**src/rtl/vapc_pkg.sv**
```systemverilog
// Shared types, constants and field positions for the vent actuator position controller.
package vapc_pkg;

  localparam int TICKS_PER_UPDATE_DEF = 6;
  localparam int TICKS_PER_AUTO_DEF   = 600;
  localparam int FULL_SCALE_DEF       = 1000;

  localparam int STEP_NUM        = 600;
  localparam int STEP_W          = 10;
  localparam int TRAVEL_W        = 12;
  localparam int BAND_W          = 8;
  localparam int SECS_W          = 16;
  localparam int TIMER_W         = 20;
  localparam int MOVE_CNT_W      = 5;
  localparam int MOVE_SAVE_LIMIT = 20;
  localparam int PCT_MAX         = 100;
  localparam int OUT_OPEN_W      = 10;

  localparam logic signed [BAND_W-1:0] TEMP_MIN   = -8'sd100;
  localparam logic signed [BAND_W-1:0] TEMP_MAX   = 8'sd100;
  localparam logic signed [BAND_W-1:0] TEMP_RESET = 8'sd15;
  localparam logic signed [BAND_W-1:0] BAND_LOW_RESET  = 8'sd15;
  localparam logic signed [BAND_W-1:0] BAND_HIGH_RESET = 8'sd20;
  localparam logic [TRAVEL_W-1:0]      TRAVEL_RESET    = 12'd600;

  // Input beat layout.
  localparam int IN_W        = 40;
  localparam int IN_OP_LSB   = 0;
  localparam int IN_MASK_LSB = 3;
  localparam int IN_SECS_LSB = 5;
  localparam int IN_MODE_LSB = 21;
  localparam int IN_TEMP_LSB = 22;
  localparam int IN_PCT_LSB  = 30;

  // Output beat layout.
  localparam int OUT_W          = 32;
  localparam int OUT_FWD_A      = 0;
  localparam int OUT_REV_A      = 1;
  localparam int OUT_FWD_B      = 2;
  localparam int OUT_REV_B      = 3;
  localparam int OUT_MOT_A_LSB  = 4;
  localparam int OUT_MOT_B_LSB  = 6;
  localparam int OUT_OPEN_A_LSB = 8;
  localparam int OUT_OPEN_B_LSB = 18;
  localparam int OUT_AUTO_A     = 28;
  localparam int OUT_AUTO_B     = 29;
  localparam int OUT_SAVE_A     = 30;
  localparam int OUT_SAVE_B     = 31;

  localparam int CFG_IDX_W  = 3;
  localparam int CFG_DATA_W = 12;

  typedef enum logic [2:0] {
    OP_TICK, OP_FWD, OP_REV, OP_STOP, OP_SET_MODE, OP_TOGGLE_MODE, OP_SET_TEMP, OP_SET_OPENING
  } opcode_t;

  typedef enum logic [1:0] {
    MOT_STOP, MOT_FWD, MOT_REV
  } motion_t;

  typedef enum logic [CFG_IDX_W-1:0] {
    CFG_BAND_LOW_A, CFG_BAND_HIGH_A, CFG_TRAVEL_A,
    CFG_BAND_LOW_B, CFG_BAND_HIGH_B, CFG_TRAVEL_B
  } cfg_idx_t;

  typedef enum logic [1:0] {
    S_IDLE, S_DIV, S_APPLY
  } ctl_state_t;

  typedef struct packed {
    logic load;
    logic div_start;
    logic apply;
  } ctl_cmd_t;

  typedef struct packed {
    logic need_div;
    logic div_busy;
  } ctl_sts_t;

endpackage

```
**src/rtl/vapc_div.sv**
```systemverilog
// Two-lane restoring divider that forms the per-update opening step 600 / travel time.
module vapc_div (
  input  logic                            clk,
  input  logic                            rst_n,
  input  logic                            start,
  input  logic [vapc_pkg::TRAVEL_W-1:0]   travel_a,
  input  logic [vapc_pkg::TRAVEL_W-1:0]   travel_b,
  output logic                            busy,
  output logic [vapc_pkg::STEP_W-1:0]     step_a,
  output logic [vapc_pkg::STEP_W-1:0]     step_b
);
  import vapc_pkg::*;

  localparam int CNT_W = $clog2(STEP_W + 1);

  logic                busy_r, busy_nxt;
  logic [CNT_W-1:0]    cnt_r, cnt_nxt;
  logic [STEP_W-1:0]   dvd_r, dvd_nxt;
  logic [TRAVEL_W-1:0] rem_r [2];
  logic [TRAVEL_W-1:0] rem_nxt [2];
  logic [STEP_W-1:0]   quo_r [2];
  logic [STEP_W-1:0]   quo_nxt [2];
  logic [TRAVEL_W-1:0] dvs [2];

  // A zero travel time is taken as one second.
  assign dvs[0] = (travel_a == '0) ? TRAVEL_W'(1) : travel_a;
  assign dvs[1] = (travel_b == '0) ? TRAVEL_W'(1) : travel_b;

  always_comb begin
    logic [TRAVEL_W:0] rem_sh;
    logic [TRAVEL_W:0] diff;
    busy_nxt = busy_r;
    cnt_nxt  = cnt_r;
    dvd_nxt  = dvd_r;
    rem_sh   = '0;
    diff     = '0;
    for (int v = 0; v < 2; v++) begin
      rem_nxt[v] = rem_r[v];
      quo_nxt[v] = quo_r[v];
    end
    if (start) begin
      busy_nxt = 1'b1;
      cnt_nxt  = CNT_W'(STEP_W);
      dvd_nxt  = STEP_W'(STEP_NUM);
      for (int v = 0; v < 2; v++) begin
        rem_nxt[v] = '0;
        quo_nxt[v] = '0;
      end
    end else if (busy_r) begin
      cnt_nxt  = cnt_r - 1'b1;
      busy_nxt = (cnt_r != CNT_W'(1));
      dvd_nxt  = {dvd_r[STEP_W-2:0], 1'b0};
      for (int v = 0; v < 2; v++) begin
        rem_sh = {rem_r[v], dvd_r[STEP_W-1]};
        diff   = rem_sh - {1'b0, dvs[v]};
        if (rem_sh >= {1'b0, dvs[v]}) begin
          rem_nxt[v] = diff[TRAVEL_W-1:0];
          quo_nxt[v] = {quo_r[v][STEP_W-2:0], 1'b1};
        end else begin
          rem_nxt[v] = rem_sh[TRAVEL_W-1:0];
          quo_nxt[v] = {quo_r[v][STEP_W-2:0], 1'b0};
        end
      end
    end
  end

  always_ff @(posedge clk) begin
    if (!rst_n) begin
      busy_r <= 1'b0;
      cnt_r  <= '0;
    end else begin
      busy_r <= busy_nxt;
      cnt_r  <= cnt_nxt;
    end
    dvd_r <= dvd_nxt;
    for (int v = 0; v < 2; v++) begin
      rem_r[v] <= rem_nxt[v];
      quo_r[v] <= quo_nxt[v];
    end
  end

  assign busy   = busy_r;
  assign step_a = quo_r[0];
  assign step_b = quo_r[1];

endmodule

```
**src/rtl/vapc_dp.sv**
```systemverilog
// Datapath: configuration, vent state, tick dividers and the per-item update of both vents.
module vapc_dp #(
  parameter int TICKS_PER_UPDATE = vapc_pkg::TICKS_PER_UPDATE_DEF,
  parameter int TICKS_PER_AUTO   = vapc_pkg::TICKS_PER_AUTO_DEF,
  parameter int FULL_SCALE       = vapc_pkg::FULL_SCALE_DEF
) (
  input  logic                              clk,
  input  logic                              rst_n,
  input  logic                              cfg_we,
  input  logic [vapc_pkg::CFG_IDX_W-1:0]    cfg_index,
  input  logic [vapc_pkg::CFG_DATA_W-1:0]   cfg_wdata,
  input  logic [vapc_pkg::IN_W-1:0]         in_tdata,
  input  vapc_pkg::ctl_cmd_t                cmd,
  output vapc_pkg::ctl_sts_t                sts,
  output logic [vapc_pkg::OUT_W-1:0]        out_tdata
);
  import vapc_pkg::*;

  localparam int UPD_W  = $clog2(TICKS_PER_UPDATE + 1);
  localparam int AUTO_W = $clog2(TICKS_PER_AUTO + 1);
  localparam int OPEN_W = $clog2(FULL_SCALE + 1);
  localparam int SUM_W  = ((OPEN_W > STEP_W) ? OPEN_W : STEP_W) + 2;
  localparam logic [OPEN_W-1:0] FS_V = OPEN_W'(FULL_SCALE);

  // Configuration registers.
  logic signed [BAND_W-1:0] band_low_r  [2];
  logic signed [BAND_W-1:0] band_high_r [2];
  logic [TRAVEL_W-1:0]      travel_r    [2];

  // Latched item.
  opcode_t                  op_r;
  logic [1:0]               mask_r;
  logic [SECS_W-1:0]        secs_r;
  logic                     mode_r;
  logic signed [BAND_W-1:0] temp_r;
  logic signed [BAND_W-1:0] pct_r;

  // Vent state.
  motion_t                  mot_r   [2];
  motion_t                  mot_nxt [2];
  logic                     auto_r   [2];
  logic                     auto_nxt [2];
  logic [OPEN_W-1:0]        open_r   [2];
  logic [OPEN_W-1:0]        open_nxt [2];
  logic signed [BAND_W-1:0] tstore_r   [2];
  logic signed [BAND_W-1:0] tstore_nxt [2];
  logic [TIMER_W-1:0]       tmr_r   [2];
  logic [TIMER_W-1:0]       tmr_nxt [2];
  logic                     act_r   [2];
  logic                     act_nxt [2];
  logic [MOVE_CNT_W-1:0]    mcnt_r   [2];
  logic [MOVE_CNT_W-1:0]    mcnt_nxt [2];
  logic                     pf_r   [2];
  logic                     pf_nxt [2];
  logic                     pr_r   [2];
  logic                     pr_nxt [2];
  logic                     save_r   [2];
  logic                     save_nxt [2];
  logic [UPD_W-1:0]         upd_div_r, upd_div_nxt;
  logic [AUTO_W-1:0]        auto_div_r, auto_div_nxt;

  logic [STEP_W-1:0]        step [2];
  logic                     div_busy;
  logic                     upd_hit;
  logic                     auto_hit;
  logic [TIMER_W-1:0]       run_ticks;
  logic [SUM_W-1:0]         pct_x10;
  logic [OPEN_W-1:0]        pct_open;

  vapc_div u_div (
    .clk      (clk),
    .rst_n    (rst_n),
    .start    (cmd.div_start),
    .travel_a (travel_r[0]),
    .travel_b (travel_r[1]),
    .busy     (div_busy),
    .step_a   (step[0]),
    .step_b   (step[1])
  );

  assign upd_hit  = ({1'b0, upd_div_r} + 1'b1) >= (UPD_W + 1)'(TICKS_PER_UPDATE);
  assign auto_hit = ({1'b0, auto_div_r} + 1'b1) >= (AUTO_W + 1)'(TICKS_PER_AUTO);

  assign sts.need_div = (opcode_t'(in_tdata[IN_OP_LSB +: 3]) == OP_TICK) && upd_hit;
  assign sts.div_busy = div_busy;

  assign run_ticks = TIMER_W'({secs_r, 3'b000}) + TIMER_W'({secs_r, 1'b0});
  assign pct_x10   = SUM_W'({pct_r[6:0], 3'b000}) + SUM_W'({pct_r[6:0], 1'b0});
  assign pct_open  = (pct_x10 > SUM_W'(FULL_SCALE)) ? FS_V : pct_x10[OPEN_W-1:0];

  always_comb begin
    motion_t            m;
    logic [OPEN_W-1:0]  o;
    logic [SUM_W-1:0]   sum;
    logic [MOVE_CNT_W-1:0] mc;
    logic [TIMER_W-1:0] tmr;
    logic               act;
    logic               s;
    m   = MOT_STOP;
    o   = '0;
    sum = '0;
    mc  = '0;
    tmr = '0;
    act = 1'b0;
    s   = 1'b0;
    upd_div_nxt  = upd_div_r;
    auto_div_nxt = auto_div_r;
    for (int v = 0; v < 2; v++) begin
      mot_nxt[v]    = mot_r[v];
      auto_nxt[v]   = auto_r[v];
      open_nxt[v]   = open_r[v];
      tstore_nxt[v] = tstore_r[v];
      tmr_nxt[v]    = tmr_r[v];
      act_nxt[v]    = act_r[v];
      mcnt_nxt[v]   = mcnt_r[v];
      pf_nxt[v]     = pf_r[v];
      pr_nxt[v]     = pr_r[v];
      save_nxt[v]   = save_r[v];
    end
    if (cmd.apply) begin
      if (op_r == OP_TICK) begin
        upd_div_nxt  = upd_hit ? '0 : upd_div_r + 1'b1;
        auto_div_nxt = auto_hit ? '0 : auto_div_r + 1'b1;
        for (int v = 0; v < 2; v++) begin
          m   = mot_r[v];
          o   = open_r[v];
          mc  = mcnt_r[v];
          tmr = tmr_r[v];
          act = act_r[v];
          s   = 1'b0;
          // Run timer; expiry acts as a stop command.
          if (act) begin
            if (tmr != '0) tmr = tmr - 1'b1;
            if (tmr == '0) begin
              act = 1'b0;
              if (!auto_r[v]) begin
                m = MOT_STOP;
                s = 1'b1;
              end
            end
          end
          if (upd_hit) begin
            if (m == MOT_FWD) begin
              sum = SUM_W'(o) + SUM_W'(step[v]);
              mc  = mc + 1'b1;
              o   = (sum >= SUM_W'(FULL_SCALE)) ? FS_V : sum[OPEN_W-1:0];
            end else if (m == MOT_REV) begin
              mc = mc + 1'b1;
              if (SUM_W'(step[v]) >= SUM_W'(o)) begin
                o = '0;
              end else begin
                sum = SUM_W'(o) - SUM_W'(step[v]);
                o   = sum[OPEN_W-1:0];
              end
            end
            if (mc > MOVE_CNT_W'(MOVE_SAVE_LIMIT)) begin
              s  = 1'b1;
              mc = '0;
            end
          end
          if (auto_hit && auto_r[v]) begin
            if (tstore_r[v] >= band_low_r[v] && tstore_r[v] <= band_high_r[v]) begin
              m = MOT_STOP;
            end else if (tstore_r[v] < band_low_r[v]) begin
              m = MOT_FWD;
            end else begin
              m = MOT_REV;
            end
          end
          // Drive the pins and stop at the end stops.
          pf_nxt[v] = 1'b1;
          pr_nxt[v] = 1'b1;
          if (m == MOT_FWD) begin
            if (o < FS_V) pf_nxt[v] = 1'b0;
            else          m = MOT_STOP;
          end else if (m == MOT_REV) begin
            if (o != '0) pr_nxt[v] = 1'b0;
            else         m = MOT_STOP;
          end
          mot_nxt[v]  = m;
          open_nxt[v] = o;
          mcnt_nxt[v] = mc;
          tmr_nxt[v]  = tmr;
          act_nxt[v]  = act;
          save_nxt[v] = s;
        end
      end else begin
        for (int v = 0; v < 2; v++) begin
          save_nxt[v] = 1'b0;
          if (mask_r[v]) begin
            case (op_r)
              OP_FWD: begin
                if (open_r[v] < FS_V && !auto_r[v]) mot_nxt[v] = MOT_FWD;
                tmr_nxt[v] = run_ticks;
                act_nxt[v] = 1'b1;
              end
              OP_REV: begin
                if (open_r[v] != '0 && !auto_r[v]) mot_nxt[v] = MOT_REV;
                tmr_nxt[v] = run_ticks;
                act_nxt[v] = 1'b1;
              end
              OP_STOP: begin
                if (!auto_r[v]) begin
                  mot_nxt[v]  = MOT_STOP;
                  save_nxt[v] = 1'b1;
                end
              end
              OP_SET_MODE:    auto_nxt[v] = mode_r;
              OP_TOGGLE_MODE: auto_nxt[v] = !auto_r[v];
              OP_SET_TEMP: begin
                if (temp_r >= TEMP_MIN && temp_r <= TEMP_MAX) tstore_nxt[v] = temp_r;
              end
              OP_SET_OPENING: begin
                if (!pct_r[BAND_W-1] && pct_r[6:0] <= 7'(PCT_MAX)) open_nxt[v] = pct_open;
              end
              default: ;
            endcase
          end
        end
      end
    end
  end

  always_ff @(posedge clk) begin
    if (!rst_n) begin
      for (int v = 0; v < 2; v++) begin
        band_low_r[v]  <= BAND_LOW_RESET;
        band_high_r[v] <= BAND_HIGH_RESET;
        travel_r[v]    <= TRAVEL_RESET;
      end
    end else if (cfg_we) begin
      case (cfg_idx_t'(cfg_index))
        CFG_BAND_LOW_A:  band_low_r[0]  <= cfg_wdata[BAND_W-1:0];
        CFG_BAND_HIGH_A: band_high_r[0] <= cfg_wdata[BAND_W-1:0];
        CFG_TRAVEL_A:    travel_r[0]    <= cfg_wdata[TRAVEL_W-1:0];
        CFG_BAND_LOW_B:  band_low_r[1]  <= cfg_wdata[BAND_W-1:0];
        CFG_BAND_HIGH_B: band_high_r[1] <= cfg_wdata[BAND_W-1:0];
        CFG_TRAVEL_B:    travel_r[1]    <= cfg_wdata[TRAVEL_W-1:0];
        default: ;
      endcase
    end
  end

  always_ff @(posedge clk) begin
    if (cmd.load) begin
      op_r   <= opcode_t'(in_tdata[IN_OP_LSB +: 3]);
      mask_r <= in_tdata[IN_MASK_LSB +: 2];
      secs_r <= in_tdata[IN_SECS_LSB +: SECS_W];
      mode_r <= in_tdata[IN_MODE_LSB];
      temp_r <= in_tdata[IN_TEMP_LSB +: BAND_W];
      pct_r  <= in_tdata[IN_PCT_LSB +: BAND_W];
    end
  end

  always_ff @(posedge clk) begin
    if (!rst_n) begin
      for (int v = 0; v < 2; v++) begin
        mot_r[v]    <= MOT_STOP;
        auto_r[v]   <= 1'b0;
        open_r[v]   <= '0;
        tstore_r[v] <= TEMP_RESET;
        tmr_r[v]    <= '0;
        act_r[v]    <= 1'b0;
        mcnt_r[v]   <= '0;
        pf_r[v]     <= 1'b1;
        pr_r[v]     <= 1'b1;
        save_r[v]   <= 1'b0;
      end
      upd_div_r  <= '0;
      auto_div_r <= '0;
    end else begin
      for (int v = 0; v < 2; v++) begin
        mot_r[v]    <= mot_nxt[v];
        auto_r[v]   <= auto_nxt[v];
        open_r[v]   <= open_nxt[v];
        tstore_r[v] <= tstore_nxt[v];
        tmr_r[v]    <= tmr_nxt[v];
        act_r[v]    <= act_nxt[v];
        mcnt_r[v]   <= mcnt_nxt[v];
        pf_r[v]     <= pf_nxt[v];
        pr_r[v]     <= pr_nxt[v];
        save_r[v]   <= save_nxt[v];
      end
      upd_div_r  <= upd_div_nxt;
      auto_div_r <= auto_div_nxt;
    end
  end

  // The vent state registers double as the result register: they change only
  // when a result is loaded into an empty or draining output slot.
  logic [OPEN_W+OUT_OPEN_W-1:0] open_ext [2];
  assign open_ext[0] = {{OUT_OPEN_W{1'b0}}, open_r[0]};
  assign open_ext[1] = {{OUT_OPEN_W{1'b0}}, open_r[1]};

  assign out_tdata = {save_r[1], save_r[0], auto_r[1], auto_r[0],
                      open_ext[1][OUT_OPEN_W-1:0], open_ext[0][OUT_OPEN_W-1:0],
                      mot_r[1], mot_r[0], pr_r[1], pf_r[1], pr_r[0], pf_r[0]};

endmodule

```
**src/rtl/vapc_ctrl.sv**
```systemverilog
// Controller: sequences accept, step division and apply, and owns the result valid flag.
module vapc_ctrl (
  input  logic               clk,
  input  logic               rst_n,
  input  logic               in_tvalid,
  output logic               in_tready,
  output logic               out_tvalid,
  input  logic               out_tready,
  input  vapc_pkg::ctl_sts_t sts,
  output vapc_pkg::ctl_cmd_t cmd
);
  import vapc_pkg::*;

  ctl_state_t state_r, state_nxt;
  logic       out_valid_r, out_valid_nxt;
  logic       out_free;

  assign out_free = !out_valid_r || out_tready;

  always_comb begin
    state_nxt = state_r;
    case (state_r)
      S_IDLE:  if (in_tvalid) state_nxt = sts.need_div ? S_DIV : S_APPLY;
      S_DIV:   if (!sts.div_busy) state_nxt = S_APPLY;
      S_APPLY: if (out_free) state_nxt = S_IDLE;
      default: state_nxt = S_IDLE;
    endcase
  end

  always_comb begin
    in_tready     = 1'b0;
    cmd.load      = 1'b0;
    cmd.div_start = 1'b0;
    cmd.apply     = 1'b0;
    out_valid_nxt = out_valid_r && !out_tready;
    case (state_r)
      S_IDLE: begin
        in_tready     = 1'b1;
        cmd.load      = in_tvalid;
        cmd.div_start = in_tvalid && sts.need_div;
      end
      S_APPLY: begin
        cmd.apply = out_free;
        if (out_free) out_valid_nxt = 1'b1;
      end
      default: ;
    endcase
  end

  always_ff @(posedge clk) begin
    if (!rst_n) begin
      state_r     <= S_IDLE;
      out_valid_r <= 1'b0;
    end else begin
      state_r     <= state_nxt;
      out_valid_r <= out_valid_nxt;
    end
  end

  assign out_tvalid = out_valid_r;

endmodule

```
**src/rtl/vent_actuator_position_controller.sv**
```systemverilog
// Top level of the two-vent actuator position controller.
// Commands and plain ticks go from the input beat through the apply state to the result; a
// tick that moves the openings also waits for the 10-step divider forming 600 / travel time.
// Items are worked one at a time: no new beat is taken until the current one is applied.
// A finished result waits in the output register while the next beat is taken.
// Reset: synchronous, active low; clears motion, mode, openings, timers and dividers at once.
module vent_actuator_position_controller #(
  parameter int TICKS_PER_UPDATE = vapc_pkg::TICKS_PER_UPDATE_DEF,
  parameter int TICKS_PER_AUTO   = vapc_pkg::TICKS_PER_AUTO_DEF,
  parameter int FULL_SCALE       = vapc_pkg::FULL_SCALE_DEF
) (
  input  logic                            clk,
  input  logic                            rst_n,
  input  logic                            in_tvalid,
  output logic                            in_tready,
  // opcode, vent_mask, run_seconds, mode_auto, temperature_in, opening_percent, zero pad
  input  logic [vapc_pkg::IN_W-1:0]       in_tdata,
  output logic                            out_tvalid,
  input  logic                            out_tready,
  // fwd_pin_n_a, rev_pin_n_a, fwd_pin_n_b, rev_pin_n_b, motion_a, motion_b,
  // opening_a, opening_b, auto_a, auto_b, save_a, save_b
  output logic [vapc_pkg::OUT_W-1:0]      out_tdata,
  input  logic                            cfg_we,
  input  logic [vapc_pkg::CFG_IDX_W-1:0]  cfg_index,
  input  logic [vapc_pkg::CFG_DATA_W-1:0] cfg_wdata
);
  import vapc_pkg::*;

  ctl_cmd_t cmd;
  ctl_sts_t sts;

  vapc_ctrl u_ctrl (
    .clk        (clk),
    .rst_n      (rst_n),
    .in_tvalid  (in_tvalid),
    .in_tready  (in_tready),
    .out_tvalid (out_tvalid),
    .out_tready (out_tready),
    .sts        (sts),
    .cmd        (cmd)
  );

  vapc_dp #(
    .TICKS_PER_UPDATE (TICKS_PER_UPDATE),
    .TICKS_PER_AUTO   (TICKS_PER_AUTO),
    .FULL_SCALE       (FULL_SCALE)
  ) u_dp (
    .clk       (clk),
    .rst_n     (rst_n),
    .cfg_we    (cfg_we),
    .cfg_index (cfg_index),
    .cfg_wdata (cfg_wdata),
    .in_tdata  (in_tdata),
    .cmd       (cmd),
    .sts       (sts),
    .out_tdata (out_tdata)
  );

endmodule

```
**config.mk**
```make
export PLATFORM = sky130hd
export DESIGN_NAME = vent_actuator_position_controller
export DESIGN_NICKNAME = d
export VERILOG_FILES = /design/src/rtl/vapc_pkg.sv /design/src/rtl/vapc_div.sv /design/src/rtl/vapc_dp.sv /design/src/rtl/vapc_ctrl.sv /design/src/rtl/vent_actuator_position_controller.sv
export SDC_FILE = /design/constraint.sdc
export NUM_CORES = 1
export LEC_CHECK = 0
export ABC_CLOCK_PERIOD_IN_PS = 5500
export BUFFER_PORTS_ARGS = -buffer_cell sky130_fd_sc_hd__buf_2
export CORE_UTILIZATION = 38
export CTS_CLUSTER_DIAMETER = 40
export CTS_CLUSTER_SIZE = 16
export DETAILED_ROUTE_END_ITERATION = 10
export PLACE_DENSITY = 0.56
export SYNTH_ARGS = -nofsm -noshare
export SYNTH_HDL_FRONTEND = slang
export SYNTH_HIERARCHICAL = 1
export SYNTH_SLANG_ARGS = --single-unit
```
**constraint.sdc**
```tcl
create_clock -name clk -period 5.5 [get_ports clk]
set_input_delay 0.275 -clock clk [delete_from_list [all_inputs] [get_ports clk]]
set_output_delay 0.275 -clock clk [all_outputs]
set_load 0.005 [all_outputs]
```
; After elaboration in Yosys (flattened, before gate mapping)
; Memories as Yosys holds them, arrays and structs flattened.
; Cells that the tools add are included.
[classes]
addsub = 17
magnitude_cmp = 24
eq_ne = 26
n_mux = 225
n_bitwise = 27
n_reduce_logical = 38
[op_table]
columns = op, count
row1 = $mux 20, 20
row2 = $mux 10, 26
row3 = $mux 2, 51
row4 = $mux 8, 12
row5 = $mux 40, 2
row6 = $mux 5, 16
row7 = $mux 1, 78
row8 = $mux 12, 6
row9 = $mux 24, 2
row10 = $logic_not 20->1, 2
row11 = $lt 10x10->1 const B, 4
row12 = $reduce_bool 10->1, 4
row13 = $reduce_bool 20->1, 2
row14 = $sub 20x1->20 const B, 2
row15 = $mux 16, 2
row16 = $ge 13x12->1, 2
row17 = $or 1x1->1, 26
row18 = $ge 12x10->1 const B, 2
row19 = $logic_not 12->1, 2
row20 = $sub 12x12->12, 2
row21 = $add 10x10->11, 2
row22 = $add 19x17->20, 1
row23 = $ge 10x10->1, 2
row24 = $sub 10x10->10, 2
row25 = 39 further kinds, 87
[word_totals]
regBits = 66
ram_bits = 200
input_bits = 60
output_inout_bits = 34
elab_cells = 386
n_memories = 15
[mem_list]
columns = name, depth, width, rd, rd_ports_with_merged_regs, write_ports, line_no
row1 = u_dp.tmr_r, 2, 20, 2, 0, 2, vapc_dp.sv:47  ; logic [TIMER_W-1:0] tmr_r [2];
row2 = u_dp.travel_r, 2, 12, 2, 0, 2, vapc_dp.sv:28  ; logic [TRAVEL_W-1:0] travel_r [2];
row3 = u_dp.u_div.rem_r, 2, 12, 2, 0, 2, vapc_div.sv:19  ; logic [TRAVEL_W-1:0] rem_r [2];
row4 = u_dp.open_r, 2, 10, 2, 0, 2, vapc_dp.sv:43  ; logic [OPEN_W-1:0] open_r [2];
row5 = u_dp.u_div.quo_r, 2, 10, 2, 0, 2, vapc_div.sv:21  ; logic [STEP_W-1:0] quo_r [2];
row6 = u_dp.band_high_r, 2, 8, 2, 0, 2, vapc_dp.sv:27  ; logic signed [BAND_W-1:0] band_high_r [2];
row7 = 9 more memories, --, --, --, --, --, --

; Longest topological paths before layout
; An unclocked memory read counts as a cell.
[depth]
depth_word = 24
ltp_mapped = 16
ltp_nobuf = 15

; Modules after synthesis
; Netlist, hierarchy kept.
[modules_own_cells]
columns = mod, n_inst, cells_each, area_each_um2, seq_area_each_um2
row1 = vapc_dp, 1, 1727, 14470.1, 5084.9
row2 = vapc_div, 1, 430, 3598.5, 1121.1
row3 = vapc_ctrl, 1, 18, 161.4, 60.1

; Worst setup path before layout
; No wires, ideal clock.
[synth_path]
path_type = register -> register
start = reg u_ctrl.state_r[0]
end = mem u_dp.u_div.rem_r[1][8], in the netlist u_dp/u_div/rem_r[0][20]
setup_ns = 0.125
arrival_ns = 4.530
t_required_ns = 5.375
slack_ns = 0.845
path_stages_with_launch = 9
path_buffers = 3
cell_sequence = dfxtp_1 > nor3b_1 > and2_1 > clkbuf_1 > inv_1 > clkbuf_1 > clkbuf_1 > a32oi_1 > o21ai_0
[synth_lines]
columns = item, line_no
row1 = from (decl), vapc_ctrl.sv:14  ; ctl_state_t state_r, state_nxt;
row2 = from (signal assigned), vapc_ctrl.sv:55  ; state_r <= state_nxt;
row3 = to (decl), vapc_div.sv:19

==> impl_metrics.csv <==
group,metric,value,unit
status,status,"finished, final reports clean",
synthesis,synth_edf_count,94,
grt,grt_pass1_vias,15858,
finish,register_area,6267,sq um
synthesis,yosys.area_share.xor_xnor,0.02739,
finish,nets,2482,
finish,final_cells,2943,
synthesis,post_synth_num_cell_types,101,
pwr,vdd_drop_max,272.6,uV
synthesis,synth-compound-area-share,0.2194,
synthesis,netlist_instances,2175,
synthesis,yosys_warnings,6,
synthesis,synth_top_area_share,0.1889,
synthesis,ys_seq_area_frac,0.3437,
timing,worst-slew-pin-transition,1337,ps
clocking,clk_pin_slew_worst_paths,60,ps
clocking,cts_buffers,56,
placed_design,portBuffers,91,
routing,via_per_inst,5.671,
timing,setup_viol,0,
routing,ant_nets,0,
finish,syn_to_final_growth,18.81,%
routing,dr.pass1.iters,5,
synthesis,yosys.area_share.adder,0.09719,
pwr,powerDensity,305.1,nW/um^2
clocking,cts.sinks,266,
timing,slew_viol_final,0,
synthesis,synth_largest_area_cell,"dfxtp_1",
timing,min_period,4559,ps
synthesis,synthMuxAreaShare,0.03281,
routing,vias,16690,
pwr,p_leak,0.008778,uW
min_path,hold_depth,2,
finish,nFillCells,4587,
placed_design,dpl.cell_count,2788,
synthesis,async_flop_share,0,
pwr,p_total,6609,uW
routing,routed_wirelength,52920,um
floorplanning,core-area,46950,sq um
setup_path,r2r_start,"u_dp/tmr_r[0][20]",
finish,utilization,0.4613,
routing,drc,0,
setup_path,path_max_fanout,10,
placed_design,gp_congestion,0.9098,
setup_path,worstPathRequired,5950,ps
floorplanning,num_io_pins,94,
synthesis,synth.avg_cell_area,8.382,sq um
synthesis,ys_ff_latch,266,
flow_run,max_cap_viol_count,0,
timing,max_freq,219.4,MHz
floorplanning,start_util,0.3883,
timing,hold_viol,0,
placed_design,dpl.hpwl,38580,um
finish,multi_input_area,11020,sq um
finish,layout-drive-gt1-share,0.1174,
setup_path,rr_worst_depth,13,
grt,grt_antenna_before_repair,3,
routing,wire_per_inst,17.98,um
synthesis,synth_ff_type,"dfxtp_1",
clocking,clk_latency,590,ps
synthesis,netlist_area,18230,sq um
setup_path,cp.arrival,5010,ps
floorplanning,die-area,48850,sq um
synthesis,synth_nets,2371,
grt,grt_usage,0.2120,
timing,rsz0062_at_grt,"false",
min_path,hold_class,"in2reg",
timing,fin_tns_setup,0,ps
timing,relSlewSlack,0.09905,
setup_path,critPathKind,"reg2reg",
synthesis,ys_top_cells_by_area,"dfxtp_1 19%, edfxtp_1 15%, ha_1 8.8%",
synthesis,synth_top_family_by_area,"simple AND/OR/NAND/NOR gates",
synthesis,synth_simple_gate_area_frac,0.2270,
setup_path,startpoint_type,"register",
timing,clock_skew,17.19,ps
grt,grt_pass1_wl,84480,um
clocking,htreeDepth,2,
floorplanning,die_x,221.0,um
clocking,clockRootBuffer,"clkbuf_16",
grt,grt_max_degree,53,
clocking,cts_tree,"built",
min_path,hold_start,"cfg_wdata[9]",
timing,period_share,0.8289,
floorplanning,fp.dieH,221.0,um
clocking,cts_buffer_depth,3,
setup_path,critical_path.startpoint,"u_dp/tmr_r[0][20]",
grt,grt-ovfl-total,0,
floorplanning,rows,79,
setup_path,end_kind,"register",
routing,first_iter_violations,1087,
## repair_timing
item                      CTS  global route
hold endpoints to repair   57             0
hold buffers               47             0
buffers inserted            0             0
resized for setup           0             0
## layer usage
metal	track usage	share of wire	routed length (um)	vias up
li1	-	-	-	8266
met1	0.2936	0.48	25610	7940
met2	0.3360	0.44	23400	402
met3	0.03399	0.050	2667	80
met4	0.06903	0.023	1238	2
met5	0	0.00025	13	-
## flip-flops by register name, summed over array words and instances (netlist names), 3 cells and up
| signal | flops |
|---|---|
| u_dp/auto_div_r | 10 |
| u_dp/band_high_r | 16 |
| u_dp/band_low_r | 16 |
| u_dp/mcnt_r | 10 |
| u_dp/mot_r | 4 |
| u_dp/op_r | 3 |
| u_dp/open_r | 20 |
| u_dp/pct_r | 8 |
| u_dp/secs_r | 16 |
| u_dp/temp_r | 8 |
| u_dp/tmr_r | 40 |
| u_dp/travel_r | 24 |
| u_dp/tstore_r | 16 |
| u_dp/u_div/cnt_r | 4 |
| u_dp/u_div/dvd_r | 7 |
| u_dp/u_div/quo_r | 20 |
| u_dp/u_div/rem_r | 24 |
| u_dp/upd_div_r | 3 |
## power by group
group | switching [uW] | internal (uW) | leakage, uW | total, uW
Clock | 1240 | 2310 | 0.000982 | 3560
Sequential | 68.8 | 2120 | 0.00231 | 2190
Combinational | 521 | 342 | 0.00549 | 864
## cells in the mapped netlist (all sizes together), types with 17 or more instances
cell and n:
nand2 160, nor4 41, o21a 30, or4 20
o211ai 19, o31ai 26, inv 133, nor3 76
edfxtp 94, xor2 17, a211oi 29, o22ai 20
nand3 46, and2 36, o21ai 139, buf 20
dfxtp 172, mux2i 50, nor2b 27, nor2 233
a21o 18, ha 128, or3 23, nand4 29
nand2b 46, a21oi 164, clkbuf 86, xnor2 40
## cell usage in the layout, fill, tap and decap left out, types with 38 or more instances in the layout
master         netlist  final
nor2_1             231    231
dfxtp_1            172    171
a21oi_1            164    164
nand2_1            160    160
inv_1              132    131
o21ai_0            132    131
ha_1               128    128
edfxtp_1            94     94
buf_2                3     91
nor3_1              74     73
clkbuf_16            0     58
mux2i_1             50     50
dlygate4sd3_1        0     47
nand2b_1            46     46
nand3_1             46     46
xnor2_1             40     40
nor4_1              38     38
## worst max-delay path, cell delays in order, from the launching register on
cell	delay, ps
dfxtp_1	360
inv_1	100
ha_1	270
or4b_1	620
nor3_1	500
nand2_1	420
a221oi_2	440
and4_4	360
nor2_2	100
a32oi_1	350
o211a_1	240
nand4_1	90
nor4_1	420
a211oi_1	140
## final cells by class
type | count | area share
antenna | 2 | 0.0002311
clock buffer | 64 | 0.07036
clock inverter | 42 | 0.02322
inverter | 133 | 0.02305
multi-input combinational | 1670 | 0.5087
sequential | 266 | 0.2894
tap | 607 | 0.03506
timing repair buffer | 159 | 0.05003
## final timing paths
kind,end,slack [ps]
setup / recovery,u_dp/mot_r[0][3],940
hold / removal,u_dp/travel_r[0][21],30
setup reg to reg,u_dp/mot_r[0][3],940
hold reg to reg,u_dp/u_div/dvd_r[3],460
## per-stage QoR
| stage | setup slack (ps) | area, sq um | hold WS, ps |
|---|---|---|---|
| 2_1_floorplan | 845.0 | 18230 | 373.9 |
| 3_3_place_gp | 1043 | 19160 | 437.0 |
| 3_5_place_dp | 1024 | 19160 | 445.9 |
| 4_1_cts | 990.8 | 21650 | 0.7751 |
| 5_1_grt | 529.4 | 21660 | 12.62 |
| 6_report | 941.3 | 21660 | 31.36 |
## kinds of logic (layout without fill, tap and decap cells)
logic type               count (synthesis)  in the layout
XOR/XNOR                                57             57
AO/OA/AOI/OAI                          608            608
multiplexers                            58             58
adder cells (fa/ha/maj)                137            137
AND/OR/NAND/NOR                        810            810
buffers and inverters                  239            398
other                                    0              2
flip-flops                             266            266
Power figures use the tool's default switching activity.
